### config.mk
export PLATFORM = sky130hd
export DESIGN_NAME = csdm_front
export DESIGN_NICKNAME = d
export VERILOG_FILES = /design/src/hdl/csdm_pkg.sv /design/src/hdl/csdm_front.sv
export SDC_FILE = /design/constraint.sdc
export NUM_CORES = 1
export LEC_CHECK = 0
export ABC_AREA = 1
export BUFFER_PORTS_ARGS = -buffer_cell sky130_fd_sc_hd__buf_4
export CORE_MARGIN = 2
export CORE_UTILIZATION = 45
export DETAILED_ROUTE_END_ITERATION = 8
export GPL_TIMING_DRIVEN = 0
export HOLD_SLACK_MARGIN = 0.05
export PLACE_DENSITY = 0.75
export SYNTH_ARGS = -nofsm -noshare
export SYNTH_HDL_FRONTEND = slang
export SYNTH_SLANG_ARGS = --single-unit
### constraint.sdc
create_clock -name clk -period 5.38 [get_ports clk]
set_input_delay 1.076 -clock clk [delete_from_list [all_inputs] [get_ports clk]]
set_output_delay 1.076 -clock clk [all_outputs]
set_load 0.005 [all_outputs]
### src/hdl/csdm_pkg.sv
// ----------------------------------------------------------------------------
// csdm_pkg
// Shared types, register codes and constants of the column scan depth map.
// ----------------------------------------------------------------------------
package csdm_pkg;

  // Field widths
  localparam int PIX_W      = 9;
  localparam int CH_W       = 8;
  localparam int COL_IN_W   = 10;
  localparam int CROP_W     = 10;
  localparam int THRESH_W   = 10;
  localparam int INV_W      = 24;
  localparam int SCALE_W    = 24;
  localparam int DEPTH_W    = 32;
  localparam int SUM_W      = 10;
  localparam int RAW_ADDR_W = PIX_W + CROP_W + 1;

  // Configuration port
  localparam int CFG_IDX_W  = 3;
  localparam int CFG_DATA_W = 24;

  localparam logic [CFG_IDX_W-1:0] CFG_CROP_WIDTH       = 3'd0;
  localparam logic [CFG_IDX_W-1:0] CFG_WHITE_THRESHOLD  = 3'd1;
  localparam logic [CFG_IDX_W-1:0] CFG_INV_CROP_WIDTH   = 3'd2;
  localparam logic [CFG_IDX_W-1:0] CFG_INV_CAMERA_WIDTH = 3'd3;
  localparam logic [CFG_IDX_W-1:0] CFG_DEPTH_SCALE      = 3'd4;

  // Register reset values
  localparam logic [CROP_W-1:0]          RST_CROP_WIDTH       = 10'd512;
  localparam logic [THRESH_W-1:0]        RST_WHITE_THRESHOLD  = 10'd384;
  localparam logic [INV_W-1:0]           RST_INV_CROP_WIDTH   = 24'd32768;
  localparam logic [INV_W-1:0]           RST_INV_CAMERA_WIDTH = 24'd16384;
  localparam logic signed [SCALE_W-1:0]  RST_DEPTH_SCALE      = 24'sd256;

  // Operation codes
  localparam logic OP_CAPTURE = 1'b0;
  localparam logic OP_READOUT = 1'b1;

  // Parameter defaults
  localparam int DEF_MAX_CROP_WIDTH  = 512;
  localparam int DEF_MAX_CROP_HEIGHT = 512;
  localparam int DEF_COLUMN_BITS     = 10;
  localparam int QUEUE_DEPTH         = 4;

  // Q.32 product to Q16.16
  localparam int FRAC_DROP  = 16;
  localparam int ROUND_BIAS = 32768;

  typedef struct packed {
    logic                op;
    logic [PIX_W-1:0]    pixel_x;
    logic [PIX_W-1:0]    pixel_y;
    logic [CH_W-1:0]     blue;
    logic [CH_W-1:0]     green;
    logic [CH_W-1:0]     red;
    logic [COL_IN_W-1:0] column_index;
  } csdm_in_t;

  typedef struct packed {
    logic [PIX_W-1:0]          out_x;
    logic [PIX_W-1:0]          out_y;
    logic signed [DEPTH_W-1:0] depth;
  } csdm_out_t;

  typedef struct packed {
    logic [CROP_W-1:0]         crop_width;
    logic [THRESH_W-1:0]       white_threshold;
    logic [INV_W-1:0]          inv_crop_width;
    logic [INV_W-1:0]          inv_camera_width;
    logic signed [SCALE_W-1:0] depth_scale;
  } csdm_cfg_t;

  // Command handed from front to back
  typedef struct packed {
    logic             op;
    logic [PIX_W-1:0] x;
    logic [PIX_W-1:0] y;
  } csdm_cmd_t;

  function automatic int addr_bits(input int depth);
    int bits;
    bits = (depth > 1) ? $clog2(depth) : 1;
    return bits;
  endfunction

endpackage

### src/hdl/csdm_front.sv
// ----------------------------------------------------------------------------
// csdm_front
// Takes input beats, forms the store address, checks crop bounds and the
// lit test, and emits only the commands that touch the store.
// ----------------------------------------------------------------------------
module csdm_front #(
  parameter int MAX_CROP_WIDTH  = csdm_pkg::DEF_MAX_CROP_WIDTH,
  parameter int MAX_CROP_HEIGHT = csdm_pkg::DEF_MAX_CROP_HEIGHT,
  parameter int COLUMN_BITS     = csdm_pkg::DEF_COLUMN_BITS,
  parameter int ADDR_W          = 18
) (
  input  logic                clk,
  input  logic                rst_n,
  input  logic                accept_i,
  input  csdm_pkg::csdm_in_t  item_i,
  input  csdm_pkg::csdm_cfg_t cfg_i,
  output logic                push_o,
  output csdm_pkg::csdm_cmd_t cmd_o,
  output logic [ADDR_W-1:0]   addr_o,
  output logic [COLUMN_BITS-1:0] col_o
);
  import csdm_pkg::*;

  localparam int unsigned STORE_DEPTH = MAX_CROP_WIDTH * MAX_CROP_HEIGHT;

  logic [RAW_ADDR_W-1:0]  raw_addr;
  logic [SUM_W-1:0]       ch_sum;
  logic                   in_crop;
  logic                   lit;
  logic                   keep;

  logic                   push_r;
  csdm_cmd_t              cmd_r;
  logic [ADDR_W-1:0]      addr_r;
  logic [COLUMN_BITS-1:0] col_r;

  // Address and bounds
  always_comb begin
    raw_addr = RAW_ADDR_W'(item_i.pixel_y) * RAW_ADDR_W'(cfg_i.crop_width)
             + RAW_ADDR_W'(item_i.pixel_x);
    in_crop  = (CROP_W'(item_i.pixel_x) < cfg_i.crop_width)
             && (32'(raw_addr) < STORE_DEPTH);
    ch_sum   = SUM_W'(item_i.blue) + SUM_W'(item_i.green) + SUM_W'(item_i.red);
    lit      = ch_sum > cfg_i.white_threshold;
    keep     = in_crop && ((item_i.op == OP_READOUT) || lit);
  end

  // Command register
  always_ff @(posedge clk) begin
    if (!rst_n) begin
      push_r <= 1'b0;
    end else begin
      push_r <= accept_i && keep;
    end
  end

  always_ff @(posedge clk) begin
    if (accept_i) begin
      cmd_r.op <= item_i.op;
      cmd_r.x  <= item_i.pixel_x;
      cmd_r.y  <= item_i.pixel_y;
      addr_r   <= ADDR_W'(raw_addr);
      col_r    <= COLUMN_BITS'(item_i.column_index);
    end
  end

  assign push_o = push_r;
  assign cmd_o  = cmd_r;
  assign addr_o = addr_r;
  assign col_o  = col_r;

endmodule

==> metrics.txt <==
CTS Root Cell=clkbuf_16; wire length per cell=between 10 and 15 µm; Req. time, crit path=5.43 ns; drt total wl=12.1 mm; vias per inst=4.79; CTS clk-pin slew, worst paths=~0.06 ns; IO Pins=196; mean post-synth cell area=approximately 8.9 µm²; H-tree depth=2; GRT overflow=0; Hold Violations, Final=0; vias in the first global route=between 4k and 5k; post-synthesis cell area=slightly below 0.006 mm²; DR iter-0 viols=roughly 250; Seq pwr share=0.204; share of post-route cells with drive strength above 1=0.194; endpoints failing setup=0; number of buffers created by CTS=5; number of diodes=0; Max-cap violations=0; Internal=1640 µW; leading area contributor after synthesis=fa_1; top cell type's share of synthesized area=0.244; post-synthesis cell type count=29; routability cong.=between 0.8 and 0.9; Clk pwr share=0.102; initial antenna violation count=0; post-route ant nets=0; post-route insts no fill=between 900 and 1k; via count=4533; crit share post-route=0.959; Comb power frac=0.694; #FFs+latches synth=48; nets=1077; Max VDD drop=between 200 and 300 µV; Sw Share=0.447; PortBufs=approximately 110; status=finished, final reports clean; most frequent cell after synthesis=inv_1; Synth area leaders=fa_1 24%, edfxtp_1 24%, ha_1 18%; synth warn=0; Finished Core Util=0.564; P per Cell Area=between 400 and 500 mW/mm²; die width=around 120 µm; Synth Flop Type=edfxtp_1; Site Rows=41; Core Area=about 0.013 mm²; critical path class=input port to flop; Die Ht=119 µm; post-synthesis sequential area ratio=0.242; DP Cell Count=949; Post-route DRC=0; first-pass GRT wire length=just over 20 mm; Tmin final=a little over 5 ns; Fmax achieved=just under 200 MHz; initial core utilization=0.464; unrepaired setup endpoints after global routing=false; crit path DAT=about 5.2 ns; switching power=between 1000 and 1500 µW; HPWL reported at the end of detailed placement=just over 10 mm; number of synthesized flops with an enable pin=47; worst-path fanout max=10; TritonRoute pass-1 iters=4; Post-synth top cells=170 x inv_1, 157 x nand2_1, 83 x ha_1, 72 x fa_1, 47 x edfxtp_1; Worst-Margin Slew=about 0.6 ns; Tot GR Track Use=0.179; die area=~0.014 mm²; Clock Sinks=48; Area Growth Syn to Fin=21.6%; largest net degree at the start of global routing=approximately 50; Synth Instances=663; Final Max Slew Viols=0; CP Launch Type=input port; Async S/R FF share, synth=0; clock tree buffer depth=2; syn nets=roughly 970; slew margin rel.=0.600; Hold Path Class=input port to flop; endpoint class of the critical path=flop; Leak=between 0.004 and 0.005 µW; CTS tree=yes
power by group through the flow:
stage,Combinational [µW],Clock (µW),Sequential (µW)
2_1_floorplan,1410,0,624
3_3_place_gp,1930,0,612
3_5_place_dp,1950,0,615
4_1_cts,1970,309,608
5_1_grt,2340,325,616
6_report,2060,302,607
metal layers:
| layer | GRT usage | vias up | share of wire |
|---|---|---|---|
| li1 | - | 2242 | - |
| met1 | 0.231 | 2164 | 0.43 |
| met2 | 0.321 | 116 | 0.51 |
| met3 | 0.0251 | 11 | 0.048 |
| met4 | 0.0342 | 0 | 0.011 |
| met5 | 0 | - | 0 |
metrics by stage:
step | total power (µW) | TNS [ns] | setup slack [ns] | hold WS [ns] | cell area (µm²)
finish | 2970 | 0 | 0.222 | 0.955 | 7180
global route | 3280 | 0 | 0.00671 | 0.949 | 7180
CTS | 2890 | 0 | 0.0115 | 0.953 | 7110
detailed placement | 2570 | -3.98 | -0.496 | 1.26 | 6990
global placement | 2540 | -3.47 | -0.464 | 1.25 | 6990
floorplan | 2040 | 0 | 0.0118 | 1.17 | 5920
layout make-up:
| cell class | count | area (µm²) |
|---|---|---|
| Fill cell | 1163 | 5540 |
| Multi-Input combinational cell | 426 | 3840 |
| Sequential cell | 48 | 1430 |
| Timing Repair Buffer | 114 | 856 |
| Inverter | 170 | 638 |
| Tap cell | 172 | 215 |
| Clock buffer | 5 | 125 |
| Buffer | 9 | 52.6 |
| Clock inverter | 3 | 18.8 |
worst max-delay path, cell delays in order:
cell and delay [ns]:
buf_4 0.16, nand2_1 0.07, inv_1 0.05, fa_1 0.53, inv_1 0.06, fa_1 0.52, inv_1 0.05, fa_1 0.46
fa_1 0.54, inv_1 0.05, fa_1 0.50, inv_1 0.06, ha_4 0.29, nand2_1 0.08, nor2_1 0.15, nand3_1 0.11
o2111ai_2 0.15, a21oi_1 0.13, xnor2_1 0.14
registers in the layout, indices dropped and copies added, names as in the netlist:
name    count
addr_o     18
cmd_o      19
col_o      10
push_o      1
cell usage in the layout (no fill, tap or decap), types with 2 or more instances in the layout:
cell type / synthesis / routed
nand2_2: 2 / 2
xor2_1: 13 / 13
clkinvlp_4: 0 / 2
o21ai_0: 7 / 7
nand4_1: 4 / 4
buf_2: 1 / 3
clkbuf_16: 0 / 5
nor2_4: 0 / 2
nor2_1: 15 / 15
nand3_1: 19 / 18
fa_1: 72 / 72
ha_4: 0 / 4
nand2_1: 157 / 157
o21ai_1: 2 / 2
a21oi_1: 28 / 24
xnor2_1: 7 / 7
o21bai_1: 3 / 3
inv_1: 170 / 170
edfxtp_1: 47 / 47
ha_1: 83 / 79
a21oi_2: 2 / 6
buf_4: 0 / 116
clkbuf_2: 0 / 3
logic make-up (layout without fill, tap and decap cells):
group,after synthesis,count (layout),share of synthesized area
and+or+nand+nor,203,203,0.140
adders and majority gates,155,155,0.420
xor gates and xnor gates,20,20,0.0297
buffers and inverters,189,301,0.120
AOI/OAI and AO/OA,48,48,0.0477
DFF,48,48,0.242
worst paths after layout:
kind                  startpoint         end  slack (ns)  cells after the start
worst max-delay path   cfg_i[87]  addr_o[15]        0.22                     19
worst min-delay path   item_i[5]    col_o[5]        0.96                      1
what timing repair did:
item,in CTS,in global routing
hold endpoints to repair,0,0
setup endpoints to repair,8,10
pin swaps,0,1
setup buffers,0,0
gates resized for setup,3,28
hold buffers,0,0
cloned,0,0
Note: power is estimated with default switching activity, not from simulation.
