`src/hdl/csdm_pkg.sv`:
```
// ----------------------------------------------------------------------------
// csdm_pkg
// Shared types, register codes and constants of the column scan depth map.
// ----------------------------------------------------------------------------
package csdm_pkg;

  // Field widths
  localparam int PIX_W      = 9;
  localparam int CH_W       = 8;
  localparam int COL_IN_W   = 10;
  localparam int CROP_W     = 10;
  localparam int THRESH_W   = 10;
  localparam int INV_W      = 24;
  localparam int SCALE_W    = 24;
  localparam int DEPTH_W    = 32;
  localparam int SUM_W      = 10;
  localparam int RAW_ADDR_W = PIX_W + CROP_W + 1;

  // Configuration port
  localparam int CFG_IDX_W  = 3;
  localparam int CFG_DATA_W = 24;

  localparam logic [CFG_IDX_W-1:0] CFG_CROP_WIDTH       = 3'd0;
  localparam logic [CFG_IDX_W-1:0] CFG_WHITE_THRESHOLD  = 3'd1;
  localparam logic [CFG_IDX_W-1:0] CFG_INV_CROP_WIDTH   = 3'd2;
  localparam logic [CFG_IDX_W-1:0] CFG_INV_CAMERA_WIDTH = 3'd3;
  localparam logic [CFG_IDX_W-1:0] CFG_DEPTH_SCALE      = 3'd4;

  // Register reset values
  localparam logic [CROP_W-1:0]          RST_CROP_WIDTH       = 10'd512;
  localparam logic [THRESH_W-1:0]        RST_WHITE_THRESHOLD  = 10'd384;
  localparam logic [INV_W-1:0]           RST_INV_CROP_WIDTH   = 24'd32768;
  localparam logic [INV_W-1:0]           RST_INV_CAMERA_WIDTH = 24'd16384;
  localparam logic signed [SCALE_W-1:0]  RST_DEPTH_SCALE      = 24'sd256;

  // Operation codes
  localparam logic OP_CAPTURE = 1'b0;
  localparam logic OP_READOUT = 1'b1;

  // Parameter defaults
  localparam int DEF_MAX_CROP_WIDTH  = 512;
  localparam int DEF_MAX_CROP_HEIGHT = 512;
  localparam int DEF_COLUMN_BITS     = 10;
  localparam int QUEUE_DEPTH         = 4;

  // Q.32 product to Q16.16
  localparam int FRAC_DROP  = 16;
  localparam int ROUND_BIAS = 32768;

  typedef struct packed {
    logic                op;
    logic [PIX_W-1:0]    pixel_x;
    logic [PIX_W-1:0]    pixel_y;
    logic [CH_W-1:0]     blue;
    logic [CH_W-1:0]     green;
    logic [CH_W-1:0]     red;
    logic [COL_IN_W-1:0] column_index;
  } csdm_in_t;

  typedef struct packed {
    logic [PIX_W-1:0]          out_x;
    logic [PIX_W-1:0]          out_y;
    logic signed [DEPTH_W-1:0] depth;
  } csdm_out_t;

  typedef struct packed {
    logic [CROP_W-1:0]         crop_width;
    logic [THRESH_W-1:0]       white_threshold;
    logic [INV_W-1:0]          inv_crop_width;
    logic [INV_W-1:0]          inv_camera_width;
    logic signed [SCALE_W-1:0] depth_scale;
  } csdm_cfg_t;

  // Command handed from front to back
  typedef struct packed {
    logic             op;
    logic [PIX_W-1:0] x;
    logic [PIX_W-1:0] y;
  } csdm_cmd_t;

  function automatic int addr_bits(input int depth);
    int bits;
    bits = (depth > 1) ? $clog2(depth) : 1;
    return bits;
  endfunction

endpackage

```
`src/hdl/csdm_queue.sv`:
```
// ----------------------------------------------------------------------------
// csdm_queue
// Small FIFO between front and back.
// ----------------------------------------------------------------------------
module csdm_queue #(
  parameter int DEPTH  = csdm_pkg::QUEUE_DEPTH,
  parameter int DATA_W = 8
) (
  input  logic                       clk,
  input  logic                       rst_n,
  input  logic                       push_i,
  input  logic [DATA_W-1:0]          data_i,
  input  logic                       pop_i,
  output logic                       valid_o,
  output logic [DATA_W-1:0]          data_o,
  output logic [$clog2(DEPTH+1)-1:0] count_o
);
  import csdm_pkg::*;

  localparam int PTR_W = (DEPTH > 1) ? $clog2(DEPTH) : 1;
  localparam int CNT_W = $clog2(DEPTH + 1);

  logic [DATA_W-1:0] slot_r [DEPTH];
  logic [PTR_W-1:0]  wr_ptr_r, wr_ptr_nxt;
  logic [PTR_W-1:0]  rd_ptr_r, rd_ptr_nxt;
  logic [CNT_W-1:0]  count_r, count_nxt;
  logic              do_pop;

  assign do_pop = pop_i && (count_r != '0);

  // Pointer wrap and occupancy
  always_comb begin
    wr_ptr_nxt = wr_ptr_r;
    rd_ptr_nxt = rd_ptr_r;
    count_nxt  = count_r;
    if (push_i) begin
      wr_ptr_nxt = (wr_ptr_r == PTR_W'(DEPTH - 1)) ? '0 : wr_ptr_r + 1'b1;
    end
    if (do_pop) begin
      rd_ptr_nxt = (rd_ptr_r == PTR_W'(DEPTH - 1)) ? '0 : rd_ptr_r + 1'b1;
    end
    case ({push_i, do_pop})
      2'b10:   count_nxt = count_r + 1'b1;
      2'b01:   count_nxt = count_r - 1'b1;
      default: count_nxt = count_r;
    endcase
  end

  always_ff @(posedge clk) begin
    if (!rst_n) begin
      wr_ptr_r <= '0;
      rd_ptr_r <= '0;
      count_r  <= '0;
    end else begin
      wr_ptr_r <= wr_ptr_nxt;
      rd_ptr_r <= rd_ptr_nxt;
      count_r  <= count_nxt;
    end
  end

  always_ff @(posedge clk) begin
    if (push_i) begin
      slot_r[wr_ptr_r] <= data_i;
    end
  end

  assign valid_o = (count_r != '0);
  assign data_o  = slot_r[rd_ptr_r];
  assign count_o = count_r;

endmodule

```
`config.mk`:
```
export PLATFORM = sky130hd
export DESIGN_NAME = csdm_queue
export DESIGN_NICKNAME = d
export VERILOG_FILES = /design/src/hdl/csdm_pkg.sv /design/src/hdl/csdm_queue.sv
export SDC_FILE = /design/constraint.sdc
export NUM_CORES = 1
export LEC_CHECK = 0
export BUFFER_PORTS_ARGS = -buffer_cell sky130_fd_sc_hd__buf_2
export CORE_MARGIN = 2
export CORE_UTILIZATION = 55
export DETAILED_ROUTE_END_ITERATION = 6
export PLACE_DENSITY = 0.82
export SLEW_MARGIN = 20
export SYNTH_ARGS = -nofsm -noshare
export SYNTH_HDL_FRONTEND = slang
export SYNTH_SLANG_ARGS = --single-unit
```
`constraint.sdc`:
```
create_clock -name clk -period 2.3 [get_ports clk]
set_clock_uncertainty 0.05 [all_clocks]
set_input_delay 0.46 -clock clk [delete_from_list [all_inputs] [get_ports clk]]
set_output_delay 0.46 -clock clk [all_outputs]
set_load 0.005 [all_outputs]
```
==> results of run 1 <==
-- Yosys cell counts --
| library cell | n | share of area |
|---|---|---|
| edfxtp_1 | 32 | 0.59 |
| dfxtp_1 | 9 | 0.11 |
| mux4_2 | 8 | 0.11 |
| inv_1 | 7 | 0.016 |
| and2_1 | 6 | 0.023 |
| ha_1 | 6 | 0.046 |
| o21ai_0 | 4 | 0.012 |
| nand2_1 | 3 | 0.0069 |
| nand3_1 | 2 | 0.0062 |
| nor2b_1 | 2 | 0.0077 |
| or3_1 | 2 | 0.0077 |
| a21boi_1 | 1 | 0.0046 |
| a21oi_1 | 1 | 0.0031 |
| buf_6 | 1 | 0.0069 |
| clkbuf_2 | 1 | 0.0031 |
| fa_1 | 1 | 0.012 |
| mux2i_1 | 1 | 0.0062 |
| nor2_1 | 1 | 0.0023 |
| nor3b_1 | 1 | 0.0046 |
| o31ai_2 | 1 | 0.0077 |
| xnor2_1 | 1 | 0.0054 |
| xor2_1 | 1 | 0.0054 |
-- per-stage QoR --
stage / hold slack [ns] / cells / instance area, sq um / worst slack, ns / util
finish: 0.273 / 153 / 1860 / 0.190 / 0.669
global route: 0.249 / 153 / 1860 / 0.0515 / 0.669
CTS: 0.253 / 153 / 1860 / 0.214 / 0.669
detailed placement: 0.481 / 145 / 1770 / 0.196 / 0.637
global placement: 0.458 / 145 / 1770 / 0.332 / 0.637
floorplan: 0.428 / 92 / 1630 / 0.453 / -
-- power groups by stage --
| stage | clock, W | sequential [W] | combinational, W |
|---|---|---|---|
| 3_3_place_gp | 0 | 0.000930 | 0.000402 |
| 3_5_place_dp | 0 | 0.000937 | 0.000414 |
| 2_1_floorplan | 0 | 0.000921 | 0.000285 |
| 5_1_grt | 0.000524 | 0.000928 | 0.000464 |
| 4_1_cts | 0.000500 | 0.000920 | 0.000420 |
| 6_report | 0.000489 | 0.000921 | 0.000413 |
-- metal layers --
metal	part of all wire	GRT usage
met2	0.50	0.276
met5	0	0
met1	0.42	0.215
met3	0.053	0.0681
met4	0.027	0.0930
-- state kept, by name, summed over array words and instances (netlist names), named ones only --
name	count
rd_ptr_r	2
count_o	3
wr_ptr_r	2
slot_r	32
-- worst paths after layout --
check                            startpoint            to
worst min-delay path              data_i[1]  slot_r[0][1]
worst min register to register  rd_ptr_r[0]          flop
worst max register to register   count_o[0]    count_o[2]
worst max-delay path             count_o[0]    count_o[2]
-- final cells by class --
class	instances	share of cell area
tap	31	0.0208
clock inverter	2	0.0202
timing repair buffer	24	0.0659
multi-input combinational	42	0.238
inverter	7	0.0141
clock buffer	6	0.0276
sequential	41	0.613
-- kinds of logic (layout without fill, tap and decap cells) --
family                     count (synthesis)  after routing  synth area share
xor gates and xnor gates                   2              2            0.0108
and+or+nand+nor                           17             17            0.0585
adders and majority gates                  7              7            0.0585
muxes                                      9              9             0.117
buffers and inverters                      9             39            0.0262
DFF                                       41             41             0.702
AOI/OAI and AO/OA                          7              7            0.0277
-- worst max-delay path: cells and delay by family, from the launching register on --
kind	cells	cell delay [ns]
adders and majority gates	2	0.61
DFF	1	0.45
and+or+nand+nor	1	0.31
AOI/OAI and AO/OA	2	0.30
xor gates and xnor gates	1	0.17
buffers and inverters	2	0.15
==> results.md, run 1 <==
- Outcome: completed
- Total setup buffers inserted after CTS: 0
- Slowest stage delay, CP: about 0.45 ns
- Pin count of the biggest net entering global routing: 14
- GP Congestion: 0.799
- Hold Vio Cnt, Final: 0
- RSZ-0062 raised after global routing: false
- Synth warnings: 0
- R2r worst-path depth: 8
- Setup violators final: 0
- Residual DRC count: 0
- Initial antenna violation count: 0
- Die Wd: 58.4 microns
- Total global-route track usage: 0.177
- Detailed Route WL: 2540 microns
- Clk network pwr share: 0.268
- Cell-internal power: 0.00135 W
- Clk_lat worst skew: 0.35 ns
- Via/cell ratio: 5.52
- Clock Path Buffers: 2
- Post-CTS Hold Buffers: 0
- Lkg Pwr: 0.688 nW
- Netlist cell types: 22
- Die height: 58.4 microns
- Crit share post-route: 0.917
- Total power: 0.00182 W
- WL per Instance: 16.6 microns
- Final #Nets: 140
- TritonRoute pass-1 iters: 4
- Fraction of layout cells with a size suffix above 1: 0.336
- Hold Path Stages: 1
- Die ar.: approximately 3400 sq um
- Clock Tree Root: clkbuf_4
- Row Count: 19
- Tightest Hold Check Type: in2reg
- Global-route wire length before repair: 4110 microns
- Worst setup EP type: flop
- Largest fanout on the critical path: 5
- Post-cts resize count: 0
- TritonCTS clock tree: yes
- Slew headroom: 0.717
- DRT iter0 DRCs: 24
- Comb power frac: 0.226
- Setup TNS: 0 ns
- Switching Share: 0.260
- Commonest non-fill, non-tap cell in the layout: edfxtp_1
- Synthesis-to-finish area growth: 14.4%
- CTS H-tree depth: 2
- ANT cells: 0
- Max-slew violation count: 0
- Vias: 845
- Core ar.: ~2800 sq um
- Max cap viols: 0
- TritonCTS Buffers: 5
- Critical Path AT: ~2.3 ns
- Sequential Power Share: 0.505
- Starting density of the core: 0.585
- Routed Antenna Nets: 0
- Maximum clock rate: 0.474 GHz
- R2r setup slk: about 0.19 ns
- Number of global-route vias before repair: around 860
- Sequential share of the synthesized area: 0.702
- NetSw: 0.000474 W
- Layout filler cell count: 190
- Worst Path Class, Setup: reg2reg
- Post-DP HPWL: 1770 microns
- Clk pin slew, worst setup/hold paths: between 0.1 and 0.15 ns
- Boundary Pins: 24
- GRT overflow: 0
- Mapped Nets: about 110
- Slowest CP cell: dfxtp_1
- Cell Area, Synth: between 1500 and 2000 sq um
- Avg Inst Size Synth: 17.7 sq um
- PD cells: 980 nW/um^2
- Flops & latches, synth: 41
- Cell mode on critical path: inv_1
- Worst path cell trace: o31ai_2, inv_1, ha_1, inv_1, fa_1, xor2_1, or3_1, a21boi_1
- Most frequent cells in the layout: edfxtp_1 (32), buf_2 (23), dfxtp_1 (9)
- IR Drop Worst-Case VDD: ~1.1 mV
- Register area: 1140 sq um
- Post-Syn Instances: ~90
- CTS sink cnt: 41
- Tmin final: 2.11 ns
- Critical path required time: 2.53 ns
- I/O Buffers: 23
- Least-Margin Pin Slew: 0.425 ns
- Area of the multi-input gates: 443 sq um
- Worst Setup Start Kind: flop
Power figures use the tool's default switching activity.
==> inputs of run 2 (changes only) <==
--- a/config.mk
+++ b/config.mk
@@ -5,11 +5,11 @@
 export SDC_FILE = /design/constraint.sdc
 export NUM_CORES = 1
 export LEC_CHECK = 0
-export BUFFER_PORTS_ARGS = -buffer_cell sky130_fd_sc_hd__buf_2
 export CORE_MARGIN = 2
 export CORE_UTILIZATION = 55
 export DETAILED_ROUTE_END_ITERATION = 6
-export PLACE_DENSITY = 0.82
+export DONT_BUFFER_PORTS = 1
+export PLACE_DENSITY = 0.75
 export SLEW_MARGIN = 20
 export SYNTH_ARGS = -nofsm -noshare
 export SYNTH_HDL_FRONTEND = slang
==> constraint.sdc (replaced) <==
create_clock -name clk -period 2.7 [get_ports clk]
set_clock_uncertainty 0.05 [all_clocks]
set_input_delay 0.54 -clock clk [delete_from_list [all_inputs] [get_ports clk]]
set_output_delay 0.54 -clock clk [all_outputs]
set_load 0.005 [all_outputs]
==> run 2 against run 1 <==
Compared with the run above:
- final area fell by 7.3%
- non-clock buffer count fell by 24
- wire length fell by 14%
- combinational power fell by 43%
- clock-buffer cell count did not move
- register-to-register slack improved by 0.53 ns
- flip-flop and latch count did not move
- power fell by 22%
- cell count fell by 16%
- largest cell class unchanged
- highest routed layer unchanged
==> results.md, run 2 (synthesis results as in run 1) <==
- Die ar.: 3410 sq um (unchanged)
- Clock Path Buffers: 2 (unchanged)
- Via/cell ratio: 5.67 (was 5.52)
- NetSw: 0.000357 W (was 0.000474 W)
- Number of global-route vias before repair: 756 (was 862)
- Switching Share: 0.251 (was 0.260)
- DRT iter0 DRCs: 20 (was 24)
- Maximum clock rate: 0.454 GHz
- Sequential Power Share: 0.569 (was 0.505)
- Tmin final: 2.20 ns
- Total setup buffers inserted after CTS: 0 (unchanged)
- Clk pin slew, worst setup/hold paths: 0.12 ns (about the same)
- Pin count of the biggest net entering global routing: 14 (unchanged)
- Residual DRC count: 0 (unchanged)
- Starting density of the core: 0.585 (unchanged)
- Die Wd: 58.4 microns (unchanged)
- Total global-route track usage: 0.147 (was 0.177)
- Slew headroom: 0.637 (was 0.717)
- Vias: 732 (was 845)
- Most frequent cells in the layout: edfxtp_1 (32), dfxtp_1 (9), mux4_2 (8) (was edfxtp_1 (32), buf_2 (23), dfxtp_1 (9))
- IR Drop Worst-Case VDD: 0.675 mV (was 1.11 mV)
- PD cells: 825 nW/um^2 (was 980 nW/um^2)
- Detailed Route WL: 2180 microns (was 2540 microns)
- Delay-heaviest family, CP: flip-flops (was adder cells)
- Tightest Hold Check Type: in2reg (unchanged)
- Die height: 58.4 microns (unchanged)
- Cell-internal power: 0.00107 W (was 0.00135 W)
- Max-slew violation count: 0 (unchanged)
- Commonest non-fill, non-tap cell in the layout: edfxtp_1 (unchanged)
- I/O Buffers: 0 (was 23)
- CTS H-tree depth: 2 (unchanged)
- M2 GR Usage: 0.231 (was 0.276)
- Core ar.: 2780 sq um (unchanged)
- GRT overflow: 0 (unchanged)
- Biggest register: slot_r (unchanged)
- Worst Path Class, Setup: reg2out (was reg2reg)
- Worst path cell trace: mux4_2 (was o31ai_2, inv_1, ha_1, inv_1, fa_1, xor2_1, or3_1, a21boi_1)
- Comb power frac: 0.166 (was 0.226)
- Row Count: 19 (unchanged)
- WL per Instance: 16.9 microns (was 16.6 microns)
- TritonRoute pass-1 iters: 6 (was 4)
- Final #Nets: 116 (was 140)
- RSZ-0062 raised after global routing: false (unchanged)
- Synthesis-to-finish area growth: 6.08% (was 14.4%)
- Slowest stage delay, CP: 0.68 ns (was 0.45 ns)
- Clk_lat worst skew: 0.33 ns (was 0.35 ns)
- Post-DP HPWL: 1490 microns (was 1770 microns)
- Min-delay src: data_i[4] (was data_i[1])
- Routed Antenna Nets: 0 (unchanged)
- CP Buf/Inv Count: 0 (was 2)
- Post-cts resize count: 0 (unchanged)
- Setup violators final: 0 (unchanged)
- Global-route wire length before repair: 3480 microns (was 4110 microns)
- ANT cells: 0 (unchanged)
- Setup TNS: 0 ns (unchanged)
- Critical path required time: 2.11 ns (was 2.53 ns)
- Post-CTS Hold Buffers: 0 (unchanged)
- Outcome: completed (unchanged)
- Lkg Pwr: 0.586 nW (was 0.688 nW)
- Worst Setup Start Kind: flop (unchanged)
- Least-Margin Pin Slew: 0.544 ns (was 0.425 ns)
- Clk network pwr share: 0.265 (was 0.268)
- Hold Vio Cnt, Final: 0 (unchanged)
- Clock Tree Root: clkbuf_4 (unchanged)
- Largest fanout on the critical path: 8 (was 5)
- Worst flop-to-flop path startpoint: count_o[0] (unchanged)
- Slowest CP cell: dfxtp_1 (unchanged)
- Worst setup EP type: output pin (was flop)
- Crit share post-route: 0.816
- Grt met1 use: 0.168 (was 0.215)
- Boundary Pins: 24 (unchanged)
- Largest register FFs: 32 (unchanged)
- CTS sink cnt: 41 (unchanged)
- TritonCTS clock tree: yes (unchanged)
- Critical Path AT: 1.61 ns (was 2.34 ns)
- Fraction of layout cells with a size suffix above 1: 0.163 (was 0.336)
- GP Congestion: 0.636 (was 0.799)
- Initial antenna violation count: 0 (unchanged)
- Total power: 0.00142 W (was 0.00182 W)
- Max cap viols: 0 (unchanged)
- GR peak layer: met2 (unchanged)
- TritonCTS Buffers: 5 (unchanged)
- Met3 GRT Util: 0.0769 (was 0.0681)
==> run 2: cell count changes in the layout (fill, tap and decap cells not counted), sizes merged <==
cell      delta
clkinvlp     -1
buf         -24
clkinv       +1
==> run 2: per-stage QoR <==
step	util	cell area [sq um]	instances	hold slack (ns)	worst slack, ns
2_1_floorplan	-	1630	92	0.428	0.773
3_3_place_gp	0.593	1650	121	0.457	0.744
3_5_place_dp	0.593	1650	121	0.484	0.674
4_1_cts	0.620	1730	129	0.214	0.428
5_1_grt	0.620	1730	129	0.193	0.367
6_report	0.620	1730	129	0.232	0.496
==> run 2: power by group through the flow <==
| stage | registers [W] | clock network, W | logic, W |
|---|---|---|---|
| 4_1_cts | 0.000814 | 0.000387 | 0.000241 |
| 3_3_place_gp | 0.000827 | 0 | 0.000229 |
| 3_5_place_dp | 0.000828 | 0 | 0.000238 |
| 6_report | 0.000810 | 0.000377 | 0.000236 |
| 5_1_grt | 0.000822 | 0.000409 | 0.000265 |
| 2_1_floorplan | 0.000785 | 0 | 0.000243 |
==> run 2: path summary, 6_finish.rpt <==
kind                  endpoint  slack [ns]  depth (start not counted)
setup / recovery     data_o[3]        0.50                          1
hold / removal    slot_r[1][4]        0.23                          0
setup reg to reg    count_o[2]        0.72                          8
hold reg to reg     count_o[2]        0.50                          2
==> run 2: metal layers <==
metal  part of all wire  vias up
met1               0.43      357
met3              0.072        2
met5                  0        -
met4             0.0087        0
met2               0.48       21
li1                   -      352
==> run 2: cell type report <==
cell class	count	area (sq um)
tap	31	38.8
inverter	7	26.3
multi-input combinational	42	443
clock inverter	2	35.0
sequential	41	1140
clock buffer	6	41.3
fill	202	1060
==> run 2: worst register-to-register path: cells and delay by family, from the launching register on <==
family          cells  cell delay [ns]
xor+xnor            1             0.16
simple gates        1             0.30
buf+inv             2             0.14
compound gates      2             0.26
flops               1             0.45
fa+ha+maj           2             0.56
==> inputs of run 3 (changes only) <==
--- a/config.mk
+++ b/config.mk
@@ -5,6 +5,7 @@
 export SDC_FILE = /design/constraint.sdc
 export NUM_CORES = 1
 export LEC_CHECK = 0
+export ABC_AREA = 1
 export CORE_MARGIN = 2
 export CORE_UTILIZATION = 55
 export DETAILED_ROUTE_END_ITERATION = 6
==> constraint.sdc (replaced) <==
create_clock -name clk -period 2.3 [get_ports clk]
set_clock_uncertainty 0.05 [all_clocks]
set_input_delay 0.46 -clock clk [delete_from_list [all_inputs] [get_ports clk]]
set_output_delay 0.46 -clock clk [all_outputs]
set_load 0.005 [all_outputs]
==> run 3 against run 2 <==
Compared with the run above:
- cell count up 36%
- register-to-register slack worse by 0.37 ns
- largest cell class unchanged
- critical path type is now reg2reg
- power increased by 12%
- synthesized area grew 2.5%
- highest routed layer unchanged
- combinational power increased by 45%
==> results.md, run 3 <==
- Outcome: completed (unchanged)
- Synth Flop Type: edfxtp_1 (unchanged)
- Max Used Layer: met4 (unchanged)
- DP Worst Slack: 0.352 ns (was 0.674 ns)
- Hold Vio Cnt, Final: 0 (unchanged)
- Tightest Hold Check Type: in2reg (unchanged)
- Top cells by instance count after synthesis: edfxtp_1 (32), nor2_1 (17), inv_1 (16), o21ai_0 (16), nand2_1 (10) (was edfxtp_1 (32), dfxtp_1 (9), mux4_2 (8))
- Met3 WL: 195 microns (was 157 microns)
- CTS H-tree depth: 2 (unchanged)
- Worst hold slack: 0.156 ns (was 0.232 ns)
- Setup TNS: 0 ns (unchanged)
- Cell Area, Synth: 1670 sq um (was 1630 sq um)
- Core ar.: 2830 sq um (was 2780 sq um)
- Post-synth EDFFs: 32 (unchanged)
- R2r worst-path depth: 12 (was 8)
- Sequential share of the synthesized area: 0.684 (was 0.702)
- Die height: 59.1 microns (was 58.4 microns)
- Flops & latches, synth: 41 (unchanged)
- WL per Instance: 16.4 microns (was 16.9 microns)
- Commonest non-fill, non-tap cell in the layout: edfxtp_1 (unchanged)
- Largest cells by area after synthesis: edfxtp_1 (58%), dfxtp_1 (11%), o21ai_0 (4.8%), ha_1 (4.5%), nor2_1 (3.8%) (was edfxtp_1 (59%), dfxtp_1 (11%), mux4_2 (11%), ha_1 (4.6%), and2_1 (2.3%))
- Detailed Route WL: 2870 microns (was 2180 microns)
- Top-area cell type share of the netlist area: 0.576 (was 0.591)
- Clk_lat worst skew: 0.33 ns (about the same)
- Post-CTS Hold Buffers: 0 (unchanged)
- Row Count: 19 (unchanged)
- Worst Setup Start Kind: flop (unchanged)
- Largest fanout on the critical path: 6 (was 8)
- Most frequent cells in the layout: edfxtp_1 (32), nor2_1 (17), inv_1 (16), o21ai_0 (16), nand2_1 (10) (was edfxtp_1 (32), dfxtp_1 (9), mux4_2 (8))
- PD cells: 912 nW/um^2 (was 825 nW/um^2)
- Synth area leader: edfxtp_1 (unchanged)
- Via/cell ratio: 5.78 (was 5.67)
- Netlist cell types: 20 (was 22)
- Post-Syn Instances: 137 (was 92)
- Worst flop-to-flop path startpoint: count_o[2] (was count_o[0])
- Worst setup EP type: flop (was output pin)
- Boundary Pins: 24 (unchanged)
- Hold endpoint: slot_r[1][0] (was slot_r[1][4])
- Routed Antenna Nets: 0 (unchanged)
- Max cap viols: 0 (unchanged)
- Tmin final: 1.95 ns
- Slew headroom: 0.746 (was 0.637)
- Clk pin slew, worst setup/hold paths: 0.12 ns (about the same)
- ANT cells: 0 (unchanged)
- Total global-route track usage: 0.190 (was 0.147)
- Die ar.: 3490 sq um (was 3410 sq um)
- Synth warnings: 0 (unchanged)
- Least-Margin Pin Slew: 0.380 ns (was 0.544 ns)
- Number of global-route vias before repair: 1,070 (was 756)
- Reg-to-Reg End: count_o[2] (unchanged)
- Setup violators final: 0 (unchanged)
- GP Congestion: 0.687 (was 0.636)
- Cell mode on critical path: inv_1
- Slowest stage delay, CP: 0.40 ns (was 0.68 ns)
- Mapped Nets: 156 (was 111)
- Most numerous cell in the Yosys netlist: edfxtp_1 (unchanged)
- Metal2 WL: 1520 microns (was 1050 microns)
- Worst Path Class, Setup: reg2reg (was reg2out)
- Vias: 1,012 (was 732)
- CTS sink cnt: 41 (unchanged)
- Critical path required time: 2.49 ns (was 2.11 ns)
- Metal1 wirelength: 1090 microns (was 944 microns)
- TritonCTS clock tree: yes (unchanged)
- Post-cts resize count: 0 (unchanged)
- DRT iter0 DRCs: 35 (was 20)
- Worst path cell trace: inv_1, nand3_1, and2_1, ha_1, inv_1, fa_1, inv_1, nand2_1, nand3_1, nand2_1, inv_1, nor2_1 (was mux4_2)
- Initial antenna violation count: 0 (unchanged)
- TritonCTS Buffers: 5 (unchanged)
- Fraction of layout cells with a size suffix above 1: 0.0972 (was 0.163)
- R2r setup slk: 0.35 ns (was 0.72 ns)
- Min-delay src: data_i[0] (was data_i[4])
- Hold Path Stages: 0 (unchanged)
- Maximum clock rate: 0.512 GHz
- Final #Nets: 162 (was 116)
- Critical Path AT: 2.15 ns (was 1.61 ns)
- Worst Slack Setup Final: 0.346 ns (was 0.496 ns)
- GRT overflow: 0 (unchanged)
- Clock Tree Root: clkbuf_4 (unchanged)
- Global-route wire length before repair: 4720 microns (was 3480 microns)
- Starting density of the core: 0.590 (was 0.585)
- Avg Inst Size Synth: 12.2 sq um (was 17.7 sq um)
- Post-DP HPWL: 2000 microns (was 1490 microns)
- Clock Path Buffers: 2 (unchanged)
- Post-synth ARST share: 0 (unchanged)
- I/O Buffers: 0 (unchanged)
- Biggest register: slot_r (unchanged)
- Die Wd: 59.1 microns (was 58.4 microns)
- Largest register FFs: 32 (unchanged)
- Residual DRC count: 0 (unchanged)
- Slowest CP cell: dfxtp_1 (unchanged)
- IR Drop Worst-Case VDD: 0.421 mV (was 0.675 mV)
- Pin count of the biggest net entering global routing: 17 (was 14)
- Total setup buffers inserted after CTS: 0 (unchanged)
- Fin util: 0.616 (was 0.620)
- Synthesis-to-finish area growth: 4.50% (was 6.08%)
- Lkg Pwr: 0.675 nW (was 0.586 nW)
- Max-slew violation count: 0 (unchanged)
- TritonRoute pass-1 iters: 4 (was 6)
- RSZ-0062 raised after global routing: false (unchanged)
- Crit share post-route: 0.850
==> run 3: cell types whose count changed in the layout (fill, tap and decap cells not counted), moves of 5 or more <==
cell	change
and2_1	-5
inv_1	+9
mux4_2	-8
nand2_1	+7
nor2_1	+16
o21ai_0	+12
o22ai_1	+8
==> run 3: how the worst max path moves through the flow <==
| stage | start | end | slack, ns | cells past startpoint |
|---|---|---|---|---|
| after floorplan | count_o[0] | count_o[2] | 0.56 | 12 |
| after global placement | count_o[0] | count_o[2] | 0.47 | 12 |
| after detailed placement | count_o[2] | count_o[2] | 0.35 | 12 |
| after CTS | count_o[2] | count_o[2] | 0.33 | 11 |
| after global routing | count_o[0] | count_o[2] | 0.18 | 11 |
| final | count_o[2] | count_o[2] | 0.35 | 12 |
==> run 3: critical path: cells and delay by family (launching register included) <==
kind	cells	cell delay, ns
adders and majority gates	2	0.54
buffers and inverters	4	0.27
DFF	1	0.40
and+or+nand+nor	6	0.60
==> run 3: metal layers <==
metal | vias up | track usage
met4 | 0 | 0.0844
met1 | 484 | 0.202
li1 | 493 | -
met2 | 29 | 0.333
met5 | - | 0
met3 | 6 | 0.0699
==> run 3: layout make-up <==
class | instances | area [sq um]
Multi-Input combinational cell | 77 | 440
Clock inverter | 2 | 10.0
Sequential cell | 41 | 1140
Tap cell | 31 | 38.8
Inverter | 17 | 63.8
Clock buffer | 6 | 41.3
Timing Repair Buffer | 1 | 7.51
Fill cell | 220 | 1090
==> run 3: logic make-up after synthesis <==
group,after synthesis,synth area share
DFF,41,0.684
buffers and inverters,19,0.0518
and+or+nand+nor,36,0.0915
AOI/OAI and AO/OA,34,0.116
adders and majority gates,7,0.0570
==> run 3: through the flow <==
stage | cells | cell area, sq um | power (W)
5_1_grt | 175 | 1740 | 0.00170
4_1_cts | 175 | 1740 | 0.00160
6_report | 175 | 1740 | 0.00159
2_1_floorplan | 137 | 1670 | 0.00120
3_3_place_gp | 167 | 1690 | 0.00125
3_5_place_dp | 167 | 1690 | 0.00128
==> run 3: where the power goes <==
| group | switching (W) | internal [W] |
|---|---|---|
| Combinational | 0.000227 | 0.000115 |
| Sequential | 0.0000521 | 0.000863 |
| Clock | 0.000214 | 0.000117 |
| Total | 0.000494 | 0.00110 |
